===== src/rtl/clfs_pkg.sv =====
`default_nettype none

package clfs_pkg;

   localparam int MAX_LINE = 512;
   localparam int IDX_W    = $clog2(MAX_LINE + 1);
   localparam int POS_W    = 10;
   localparam int BYTE_W   = 8;
   localparam int RSP_W    = 88;

   localparam logic [BYTE_W-1:0] CH_COLON = 8'h3A;
   localparam logic [BYTE_W-1:0] CH_BANG  = 8'h21;
   localparam logic [BYTE_W-1:0] CH_SPACE = 8'h20;

   typedef enum logic [2:0] {
      PH_IDLE,
      PH_SENDER,
      PH_CMD_BEGIN,
      PH_CMD,
      PH_TGT_BEGIN,
      PH_TGT,
      PH_MSG_BEGIN,
      PH_MSG
   } phase_type;

endpackage

`default_nettype wire


===== src/rtl/chat_line_field_splitter_top.sv =====
`default_nettype none

// Splits one chat protocol text line, one byte per request, into its fields: optional
// colon prefix (sender and nick), command, optional target and trailing message. A byte
// is taken in every cycle while the result register is free or being drained; a line
// of n bytes gives one result in the cycle after its last byte, and the next line may
// start in the cycle right after that byte. Bytes beyond the first MAX_LINE (512) of a
// line are not parsed and raise too_long. All the per-byte work is one phase update
// and a few compares and increments ahead of the state registers.
module chat_line_field_splitter_top
   import clfs_pkg::*;
(
   input  wire                clock,
   input  wire                reset,
   input  wire                req_tvalid,
   output logic               req_tready,
   input  wire  [BYTE_W-1:0]  req_tdata,   // [7:0] line_byte
   input  wire                req_tlast,   // last_byte
   output logic               rsp_tvalid,
   input  wire                rsp_tready,
   // [0] has_prefix, [10:1] sender_len, [20:11] nick_len, [30:21] command_start,
   // [40:31] command_len, [41] has_target, [51:42] target_start, [61:52] target_len,
   // [71:62] message_start, [81:72] message_len, [82] too_long, [87:83] zero
   output logic [RSP_W-1:0]   rsp_tdata
);

   phase_type        phase_ff, phase_in;
   logic [IDX_W-1:0] byte_index_ff, byte_index_in;
   logic             prefix_seen_ff, prefix_seen_in;
   logic [IDX_W-1:0] sender_len_ff, sender_len_in;
   logic [IDX_W-1:0] nick_len_ff, nick_len_in;
   logic             bang_seen_ff, bang_seen_in;
   logic [IDX_W-1:0] cmd_start_ff, cmd_start_in;
   logic [IDX_W-1:0] cmd_len_ff, cmd_len_in;
   logic             target_seen_ff, target_seen_in;
   logic [IDX_W-1:0] tgt_start_ff, tgt_start_in;
   logic [IDX_W-1:0] tgt_len_ff, tgt_len_in;
   logic [IDX_W-1:0] msg_start_ff, msg_start_in;
   logic             overflow_ff, overflow_in;

   logic             rsp_valid_ff, rsp_valid_in;
   logic [RSP_W-1:0] rsp_data_ff, rsp_data_in;

   logic             req_fire;
   logic             line_full;
   logic             parse;
   logic             is_colon, is_space, is_bang;
   logic             cmd_begin;

   logic [IDX_W-1:0] res_cmd_start, res_cmd_len, res_msg_start, res_msg_len;
   logic [IDX_W-1:0] res_tgt_start, res_tgt_len;
   logic             res_cmd_absent;

   assign req_tready = !rsp_valid_ff || rsp_tready;
   assign req_fire   = req_tvalid && req_tready;
   assign line_full  = byte_index_ff >= IDX_W'(MAX_LINE);
   assign parse      = req_fire && !line_full;
   assign is_colon   = req_tdata == CH_COLON;
   assign is_space   = req_tdata == CH_SPACE;
   assign is_bang    = req_tdata == CH_BANG;
   assign cmd_begin  = (phase_ff == PH_CMD_BEGIN) || ((phase_ff == PH_IDLE) && !is_colon);

   // next phase
   always_comb begin
      phase_in = phase_ff;
      if (parse) begin
         case (phase_ff)
            PH_IDLE: begin
               if (is_colon) phase_in = PH_SENDER;
               else if (is_space) phase_in = PH_TGT_BEGIN;
               else phase_in = PH_CMD;
            end
            PH_SENDER: begin
               if (is_space) phase_in = PH_CMD_BEGIN;
            end
            PH_CMD_BEGIN: begin
               if (is_space) phase_in = PH_TGT_BEGIN;
               else phase_in = PH_CMD;
            end
            PH_CMD: begin
               if (is_space) phase_in = PH_TGT_BEGIN;
            end
            PH_TGT_BEGIN: begin
               if (is_colon) phase_in = PH_MSG;
               else if (is_space) phase_in = PH_MSG_BEGIN;
               else phase_in = PH_TGT;
            end
            PH_TGT: begin
               if (is_space) phase_in = PH_MSG_BEGIN;
            end
            PH_MSG_BEGIN: phase_in = PH_MSG;
            PH_MSG:       phase_in = PH_MSG;
            default:      phase_in = PH_IDLE;
         endcase
      end
   end

   // field positions and lengths
   always_comb begin
      byte_index_in  = byte_index_ff;
      prefix_seen_in = prefix_seen_ff;
      sender_len_in  = sender_len_ff;
      nick_len_in    = nick_len_ff;
      bang_seen_in   = bang_seen_ff;
      cmd_start_in   = cmd_start_ff;
      cmd_len_in     = cmd_len_ff;
      target_seen_in = target_seen_ff;
      tgt_start_in   = tgt_start_ff;
      tgt_len_in     = tgt_len_ff;
      msg_start_in   = msg_start_ff;
      overflow_in    = overflow_ff || (req_fire && line_full);
      if (parse) begin
         byte_index_in = byte_index_ff + IDX_W'(1);
         if ((phase_ff == PH_IDLE) && is_colon) begin
            prefix_seen_in = 1'b1;
         end
         if ((phase_ff == PH_SENDER) && !is_space) begin
            if (is_bang) bang_seen_in = 1'b1;
            else if (!bang_seen_ff) nick_len_in = nick_len_ff + IDX_W'(1);
            sender_len_in = sender_len_ff + IDX_W'(1);
         end
         if (cmd_begin) begin
            cmd_start_in = byte_index_ff;
            cmd_len_in   = is_space ? IDX_W'(0) : IDX_W'(1);
         end
         if ((phase_ff == PH_CMD) && !is_space) begin
            cmd_len_in = cmd_len_ff + IDX_W'(1);
         end
         if (phase_ff == PH_TGT_BEGIN) begin
            if (is_colon) begin
               msg_start_in = byte_index_ff + IDX_W'(1);
            end else begin
               target_seen_in = 1'b1;
               tgt_start_in   = byte_index_ff;
               tgt_len_in     = is_space ? IDX_W'(0) : IDX_W'(1);
            end
         end
         if ((phase_ff == PH_TGT) && !is_space) begin
            tgt_len_in = tgt_len_ff + IDX_W'(1);
         end
         if (phase_ff == PH_MSG_BEGIN) begin
            msg_start_in = is_colon ? byte_index_ff + IDX_W'(1) : byte_index_ff;
         end
      end
   end

   // result from the state after this byte
   always_comb begin
      res_cmd_absent = (phase_in == PH_SENDER) || (phase_in == PH_CMD_BEGIN) ||
                       (phase_in == PH_IDLE);
      res_cmd_start  = res_cmd_absent ? byte_index_in : cmd_start_in;
      res_cmd_len    = res_cmd_absent ? IDX_W'(0) : cmd_len_in;
      res_msg_start  = (phase_in == PH_MSG) ? msg_start_in : byte_index_in;
      res_msg_len    = byte_index_in - res_msg_start;
      res_tgt_start  = target_seen_in ? tgt_start_in : IDX_W'(0);
      res_tgt_len    = target_seen_in ? tgt_len_in : IDX_W'(0);
      rsp_data_in    = {5'd0,
                        overflow_in,
                        POS_W'(res_msg_len),
                        POS_W'(res_msg_start),
                        POS_W'(res_tgt_len),
                        POS_W'(res_tgt_start),
                        target_seen_in,
                        POS_W'(res_cmd_len),
                        POS_W'(res_cmd_start),
                        POS_W'(nick_len_in),
                        POS_W'(sender_len_in),
                        prefix_seen_in};
      if (req_fire && req_tlast) rsp_valid_in = 1'b1;
      else if (rsp_tready) rsp_valid_in = 1'b0;
      else rsp_valid_in = rsp_valid_ff;
   end

   always_ff @(posedge clock) begin
      if (reset || (req_fire && req_tlast)) begin
         phase_ff       <= PH_IDLE;
         byte_index_ff  <= '0;
         prefix_seen_ff <= 1'b0;
         sender_len_ff  <= '0;
         nick_len_ff    <= '0;
         bang_seen_ff   <= 1'b0;
         cmd_start_ff   <= '0;
         cmd_len_ff     <= '0;
         target_seen_ff <= 1'b0;
         tgt_start_ff   <= '0;
         tgt_len_ff     <= '0;
         msg_start_ff   <= '0;
         overflow_ff    <= 1'b0;
      end else begin
         phase_ff       <= phase_in;
         byte_index_ff  <= byte_index_in;
         prefix_seen_ff <= prefix_seen_in;
         sender_len_ff  <= sender_len_in;
         nick_len_ff    <= nick_len_in;
         bang_seen_ff   <= bang_seen_in;
         cmd_start_ff   <= cmd_start_in;
         cmd_len_ff     <= cmd_len_in;
         target_seen_ff <= target_seen_in;
         tgt_start_ff   <= tgt_start_in;
         tgt_len_ff     <= tgt_len_in;
         msg_start_ff   <= msg_start_in;
         overflow_ff    <= overflow_in;
      end
   end

   always_ff @(posedge clock) begin
      if (reset) begin
         rsp_valid_ff <= 1'b0;
      end else begin
         rsp_valid_ff <= rsp_valid_in;
      end
   end

   always_ff @(posedge clock) begin
      if (req_fire && req_tlast) begin
         rsp_data_ff <= rsp_data_in;
      end
   end

   assign rsp_tvalid = rsp_valid_ff;
   assign rsp_tdata  = rsp_data_ff;

   // idle phase only at the start of a line
   a_idle_index : assert property (@(posedge clock) disable iff (reset)
      (phase_ff == PH_IDLE) |-> (byte_index_ff == '0))
      else $error("idle phase with bytes counted");

   a_index_bound : assert property (@(posedge clock) disable iff (reset)
      byte_index_ff <= IDX_W'(MAX_LINE))
      else $error("byte index past line limit");

   a_last_gives_rsp : assert property (@(posedge clock) disable iff (reset)
      (req_fire && req_tlast) |=> (rsp_valid_ff && (phase_ff == PH_IDLE)))
      else $error("last byte did not produce a result");

   a_no_target_zero : assert property (@(posedge clock) disable iff (reset)
      (rsp_valid_ff && !rsp_data_ff[41]) |-> (rsp_data_ff[61:42] == '0))
      else $error("target fields set without target");

   a_overflow_full : assert property (@(posedge clock) disable iff (reset)
      overflow_ff |-> line_full)
      else $error("overflow flagged below line limit");

endmodule

`default_nettype wire

===== config.mk =====
export PLATFORM = sky130hd
export DESIGN_NAME = chat_line_field_splitter_top
export DESIGN_NICKNAME = d
export VERILOG_FILES = /design/src/rtl/clfs_pkg.sv /design/src/rtl/chat_line_field_splitter_top.sv
export SDC_FILE = /design/constraint.sdc
export NUM_CORES = 1
export LEC_CHECK = 0
export BUFFER_PORTS_ARGS = -buffer_cell sky130_fd_sc_hd__buf_2
export CAP_MARGIN = 25
export CORE_ASPECT_RATIO = 1.5
export CORE_MARGIN = 2
export CORE_UTILIZATION = 58
export CTS_CLUSTER_SIZE = 24
export DETAILED_ROUTE_END_ITERATION = 12
export GPL_ROUTABILITY_DRIVEN = 0
export PLACE_DENSITY = 0.91
export SYNTH_ARGS = -nofsm -noshare
export SYNTH_HDL_FRONTEND = slang
export SYNTH_SLANG_ARGS = --single-unit

===== constraint.sdc =====
create_clock -name clock -period 4.8 [get_ports clock]
set_input_delay 0 -clock clock [delete_from_list [all_inputs] [get_ports clock]]
set_output_delay 0 -clock clock [all_outputs]
set_load 0.01 [all_outputs]

; Yosys cells after proc, flatten, opt, wreduce, memory -nomap -nowiden
; Index checks and enable logic that the tools add are counted.
; W data, S select, Z words.
[totals]
register_bits = 171
input_bits = 13
output_inout_bits = 90
[classes]
addsub = 6
order_cmp = 1
eq_ne = 13
mux = 43
n_reduce_logical = 24
[op_table]
columns = operator, n
row1 = $mux W10, 26
row2 = $add A10 B1 Y10 const B, 5
row3 = $eq A8 B6 Y1 const B, 3
row4 = $pmux W3 S7, 1
row5 = $mux W3, 6
row6 = $eq A3 B3 Y1 const B, 5
row7 = $ge A10 B10 Y1 const B, 1
row8 = $sub A10 B10 Y10, 1
row9 = $eq A3 B2 Y1 const B, 3
row10 = $logic_and A1 B1 Y1, 9
row11 = $mux W1, 8
row12 = $eq A3 B1 Y1 const B, 2
row13 = $logic_not A3 Y1, 2
row14 = $logic_or A1 B1 Y1, 6
row15 = $logic_not A1 Y1, 4
row16 = $mux W2, 2
row17 = $reduce_and A3 Y1, 1
row18 = $reduce_bool A2 Y1, 1
row19 = $reduce_or A2 Y1, 1

; Logic depth before layout (Yosys ltp)
[depth]
depth_word = 9
ltp_mapped = 16
mapped_depth_nobuf = 15

; Least setup slack after synthesis
; No wires, ideal clock.
[synth_timing]
kind = register -> register
from = register rsp_valid_ff (netlist: rsp_tvalid)
to = register rsp_data_ff[80] (netlist: rsp_tdata[80]), data pin
setup_time_ns = 0.266
arrival_time_ns = 3.236
t_required_ns = 4.534
path_slack_ns = 1.298
stages_incl_launch_ff = 15
path_buffers = 1
period_less_slack_ns = 3.502
path_cell_list = dfxtp_1 > nor2b_1 > nor2_1 > o221ai_1 > clkbuf_1 > mux2i_1 > ha_1 > inv_1 > fa_1 > a21o_1 > a21oi_1 > o21ai_0 > nor4_1 > nor3_1 > xor2_1
[synth_between]
elab_chain_len = 8
elab_cells_between_ends = 10
cone_classes = add/sub: 1 / eq/ne: 1 / mux: 4 / reduce/logical: 4
[synth_lines]
columns = item, line_no
row1 = "start, declared", chat_line_field_splitter_top.sv:41  ; logic rsp_valid_ff, rsp_valid_in;
row2 = "start signal, assigned", chat_line_field_splitter_top.sv:210  ; rsp_valid_ff <= rsp_valid_in;
row3 = $logic_not A1 Y1 *, chat_line_field_splitter_top.sv:54  ; assign req_tready = !rsp_valid_ff || rsp_tready;
row4 = $logic_or A1 B1 Y1 *, chat_line_field_splitter_top.sv:54
row5 = $logic_and A1 B1 Y1 *, chat_line_field_splitter_top.sv:55  ; assign req_fire = req_tvalid && req_tready;
row6 = $logic_and A1 B1 Y1 *, chat_line_field_splitter_top.sv:57  ; assign parse = req_fire && !line_full;
row7 = $mux W3, chat_line_field_splitter_top.sv:66  ; if (parse) begin
row8 = $eq A3 B3 Y1, chat_line_field_splitter_top.sv:153  ; res_msg_start = (phase_in == PH_MSG) ? msg_start_in : byte_index_in;
row9 = $mux W10 *, chat_line_field_splitter_top.sv:153
row10 = named net res_msg_start[0], chat_line_field_splitter_top.sv:50  ; logic [IDX_W-1:0] res_cmd_start, res_cmd_len, res_msg_start, res_msg_len;
row11 = $sub A10 B10 Y10 *, chat_line_field_splitter_top.sv:154  ; res_msg_len = byte_index_in - res_msg_start;
row12 = named net res_msg_len[8], chat_line_field_splitter_top.sv:50
row13 = "end signal, assigned", chat_line_field_splitter_top.sv:216  ; rsp_data_ff <= rsp_data_in;
row14 = "end, declared", chat_line_field_splitter_top.sv:42  ; logic [RSP_W-1:0] rsp_data_ff, rsp_data_in;
; Mark *: on every way through the listed nets, which the timed path passes. The rest lies on a longest branch.
; A chain may end at the register's enable or synchronous reset.

; Worst setup path after layout
[layout_timing]
from = register phase_ff[2]
to = register rsp_data_ff[80] (netlist: rsp_tdata[80]), data pin
[layout_between]
elab_chain_len = 7
elab_cells_between_ends = 20
cone_classes = add/sub: 1 / eq/ne: 8 / mux: 9 / reduce/logical: 2
[layout_lines]
columns = item, line_no
row1 = "start, declared", chat_line_field_splitter_top.sv:27  ; phase_type phase_ff, phase_in;
row2 = "start signal, assigned", chat_line_field_splitter_top.sv:190  ; phase_ff <= phase_in;
row3 = "$eq A3 B3 Y1, on equally long branches", "chat_line_field_splitter_top.sv:67, chat_line_field_splitter_top.sv:141"
row4 = $reduce_or A2 Y1 (no line), --
row5 = $pmux W3 S7, chat_line_field_splitter_top.sv:67  ; case (phase_ff)
row6 = $mux W3, chat_line_field_splitter_top.sv:66
row7 = $eq A3 B3 Y1, chat_line_field_splitter_top.sv:153
row8 = $mux W10 *, chat_line_field_splitter_top.sv:153
row9 = named net res_msg_start[0], chat_line_field_splitter_top.sv:50
row10 = $sub A10 B10 Y10 *, chat_line_field_splitter_top.sv:154
row11 = named net res_msg_len[8], chat_line_field_splitter_top.sv:50
; Marked as above.

==> impl_metrics.ini <==
[setup_path]
cp_max_fo = 20
path_class = reg2reg
crit_buf_inv = 1
required_ns = 4.97
startpoint_type = flop
critical_path.startpoint = phase_ff[2]$_SDFF_PP0_
critPathArrivalTime_ns = 3.95
crit_family = simple AND/OR/NAND/NOR gates
reg2reg_from = phase_ff[2]$_SDFF_PP0_
max_stage_delay_ns = 0.72
worstPathCellList = nand2b_1, nor3_1, o21ai_1, nor2_1, a21oi_1, mux2i_1, ha_1, inv_1, fa_1, a21o_1, a21oi_1, o21ai_0, nor4_1, nor3_1, xor2_1
slowest_stage = dfxtp_1
end_kind = flop

[floorplanning]
die_height_um = 144.9
start_util_pct = 59.26
io_pins = 103
core-area_mm2 = 0.01295
rows = 51
die-width_um = 97.93
dieArea_mm2 = 0.01419

[drt]
vias_per_cell = 5.863
ant_nets = 0
routed-via-count = 5951
dr.pass1.iters = 5
drt_iter0_drc = 466
post_drt_wl_per_cell_um = 17.11
drt_wl_total_mm = 17.36
drc = 0

[clock_tree]
htreeDepth = 4
tritoncts = built
cts_resized = 0
clk_latency_ns = 0.43
clk_pin_slew_ns = 0.06
cts_setup_buffers = 0
numCtsBuffers = 17
numClockSinks = 171
clk_path_buf_depth = 2
ctsHoldBuffers = 4
root_buffer = clkbuf_16

[power_and_ir_drop]
p_leak_nw = 3.600
p_comb_share_pct = 7.2
power_mw = 3.198
switching_share_pct = 22.75
clockPowerShare_pct = 42.9
vdd_drop_max_mv = 0.1978
power.switching_uw = 727.5
intPower_mw = 2.470
p_per_area_mw_per_mm2 = 358.2
seq_power_share_pct = 49.9

[hold_path]
hp-start = req_tdata[4]
hold_path.class = in2reg

[sta]
fin_crit_ns = 3.778
tns_ns = 0
max_freq_ghz = 0.2647
setup_violations = 0
slew_headroom_pct = 38.89
tightestPinTransition_ns = 0.9083
rsz0062_at_grt = false
period_share_pct = 78.70
drv_slew = 0
skew_ns = 0.008641
finalHoldViolations = 0

[grt]
grt_use_total_pct = 24.59
grt_pass1_wl_mm = 27.63
grt_max_degree = 45
gr-total-overflow = 0
first_global_vias = 5806
antenna_found_initial = 1

[synthesis]
yosys.area.top_type = edfxtp_1
ys_types = 61
yosys_warnings = 0
avgSynthCellArea_um2 = 10.26
syn_area_mm2 = 0.007676
ys.flop_type = dfxtp_1
synth-seq-cells = 171
netlist_instances = 748
synth_common_cells = 88 x dfxtp_1, 88 x nand2_1, 83 x edfxtp_1
synthArstFlopShare_pct = 0
ys_top_cells_by_area = edfxtp_1 32%, dfxtp_1 23%, nand2_1 4.3%
ys_seq_area_share_pct = 55.42
synth-edff-count = 83
synth_top_area_share_pct = 32.47

[status]
status = completed

[job]
cap_violations = 0

[layout]
nets = 872
drive_gt1_share_pct = 18.57
syn_to_final_growth_pct = 16.28
regArea_mm2 = 0.004254
multiInputGateArea_mm2 = 0.003179
n_antenna_cell = 0
fillers = 961

[placement]
dp_hpwl_mm = 11.77
io_buffers = 97
## metrics by stage
stage	utilization (%)	setup WS [ns]	hold slack (ns)	cell area, um^2	cells
final	68.91	1.022	0.04974	8926	1015
after floorplan	-	1.298	0.06907	7691	752
after CTS	68.87	1.066	0.04620	8921	1014
after detailed placement	63.99	1.077	0.1951	8289	978
after global placement	63.84	1.188	0.1864	8269	977
after global routing	68.91	0.6266	0.08334	8926	1015
## routing by layer
metal  vias up  global-route usage (%)  share of wire, %
li1       2809                       -                 -
met1      2856                   27.52                38
met2       228                   43.66                52
met3        56                   5.331               5.5
met4         2                   13.38               4.0
met5         -                       0             0.069
## final timing paths
check | endpoint | slack (ns) | cells past startpoint
min | bang_seen_ff$_SDFFE_PP0P_ | 0.05 | 4
max | rsp_tdata[80]$_DFFE_PP_ | 1.02 | 15
max reg2reg | rsp_tdata[80]$_DFFE_PP_ | 1.02 | 15
min reg2reg | cmd_start_ff[0]$_SDFF_PP0_ | 0.46 | 2
## worst reg2reg max path, cell delays in order, from the launching register on
cell and delay, ns:
dfxtp_1 0.72, nand2b_1 0.22, nor3_1 0.22, o21ai_1 0.25, nor2_1 0.17, a21oi_1 0.07
mux2i_1 0.20, ha_1 0.20, inv_1 0.06, fa_1 0.39, a21o_1 0.18, a21oi_1 0.23
o21ai_0 0.16, nor4_1 0.20, nor3_1 0.11, xor2_1 0.15
## kinds of logic after synthesis
family | after synthesis | synth area share, %
mux | 38 | 5.118
fa+ha+maj | 16 | 2.706
flops | 171 | 55.42
simple gates | 309 | 19.51
buf+inv | 61 | 3.472
other cells | 1 | 0.04885
xor+xnor | 43 | 4.906
compound gates | 109 | 8.819
## power by group through the flow
stage | combinational (mW) | sequential [mW] | clock [mW]
floorplan | 0.135 | 1.64 | 0
global placement | 0.219 | 1.63 | 0
detailed placement | 0.226 | 1.63 | 0
CTS | 0.231 | 1.60 | 1.37
global route | 0.253 | 1.60 | 1.43
finish | 0.231 | 1.60 | 1.37
## layout make-up
cell class | count | area share, %
sequential | 171 | 47.66
inverter | 20 | 0.8551
tap | 159 | 2.229
clock inverter | 9 | 1.276
clock buffer | 23 | 5.355
timing repair buffer | 113 | 7.009
multi-input combinational | 520 | 35.62
## registers in the layout (all words and copies together), names as in the netlist, 10 cells and up
name,flops
tgt_len_ff,10
byte_index_ff,10
cmd_len_ff,10
cmd_start_ff,10
rsp_tdata,83
tgt_start_ff,10
msg_start_ff,10
nick_len_ff,10
sender_len_ff,10
## layout by cell type, fill, tap and decap left out, types with 5 or more instances in the layout
master | netlist | routed
nor2b_1 | 6 | 6
nor3_1 | 23 | 23
o31ai_1 | 5 | 5
buf_2 | 3 | 98
inv_1 | 20 | 19
mux2_2 | 10 | 10
conb_1 | 1 | 5
clkbuf_16 | 0 | 17
dfxtp_1 | 88 | 88
o21ai_0 | 22 | 22
and3_1 | 18 | 18
nand3_1 | 24 | 24
or3_1 | 5 | 5
mux2i_1 | 28 | 28
xnor2_1 | 24 | 24
buf_4 | 7 | 10
a21oi_1 | 41 | 41
xor2_1 | 19 | 19
nand2_1 | 88 | 88
ha_1 | 15 | 15
and2_1 | 33 | 33
o31a_1 | 7 | 7
nand4_1 | 6 | 6
edfxtp_1 | 83 | 83
nor2_1 | 80 | 80
No activity file was read; power rests on OpenSTA's default activity.
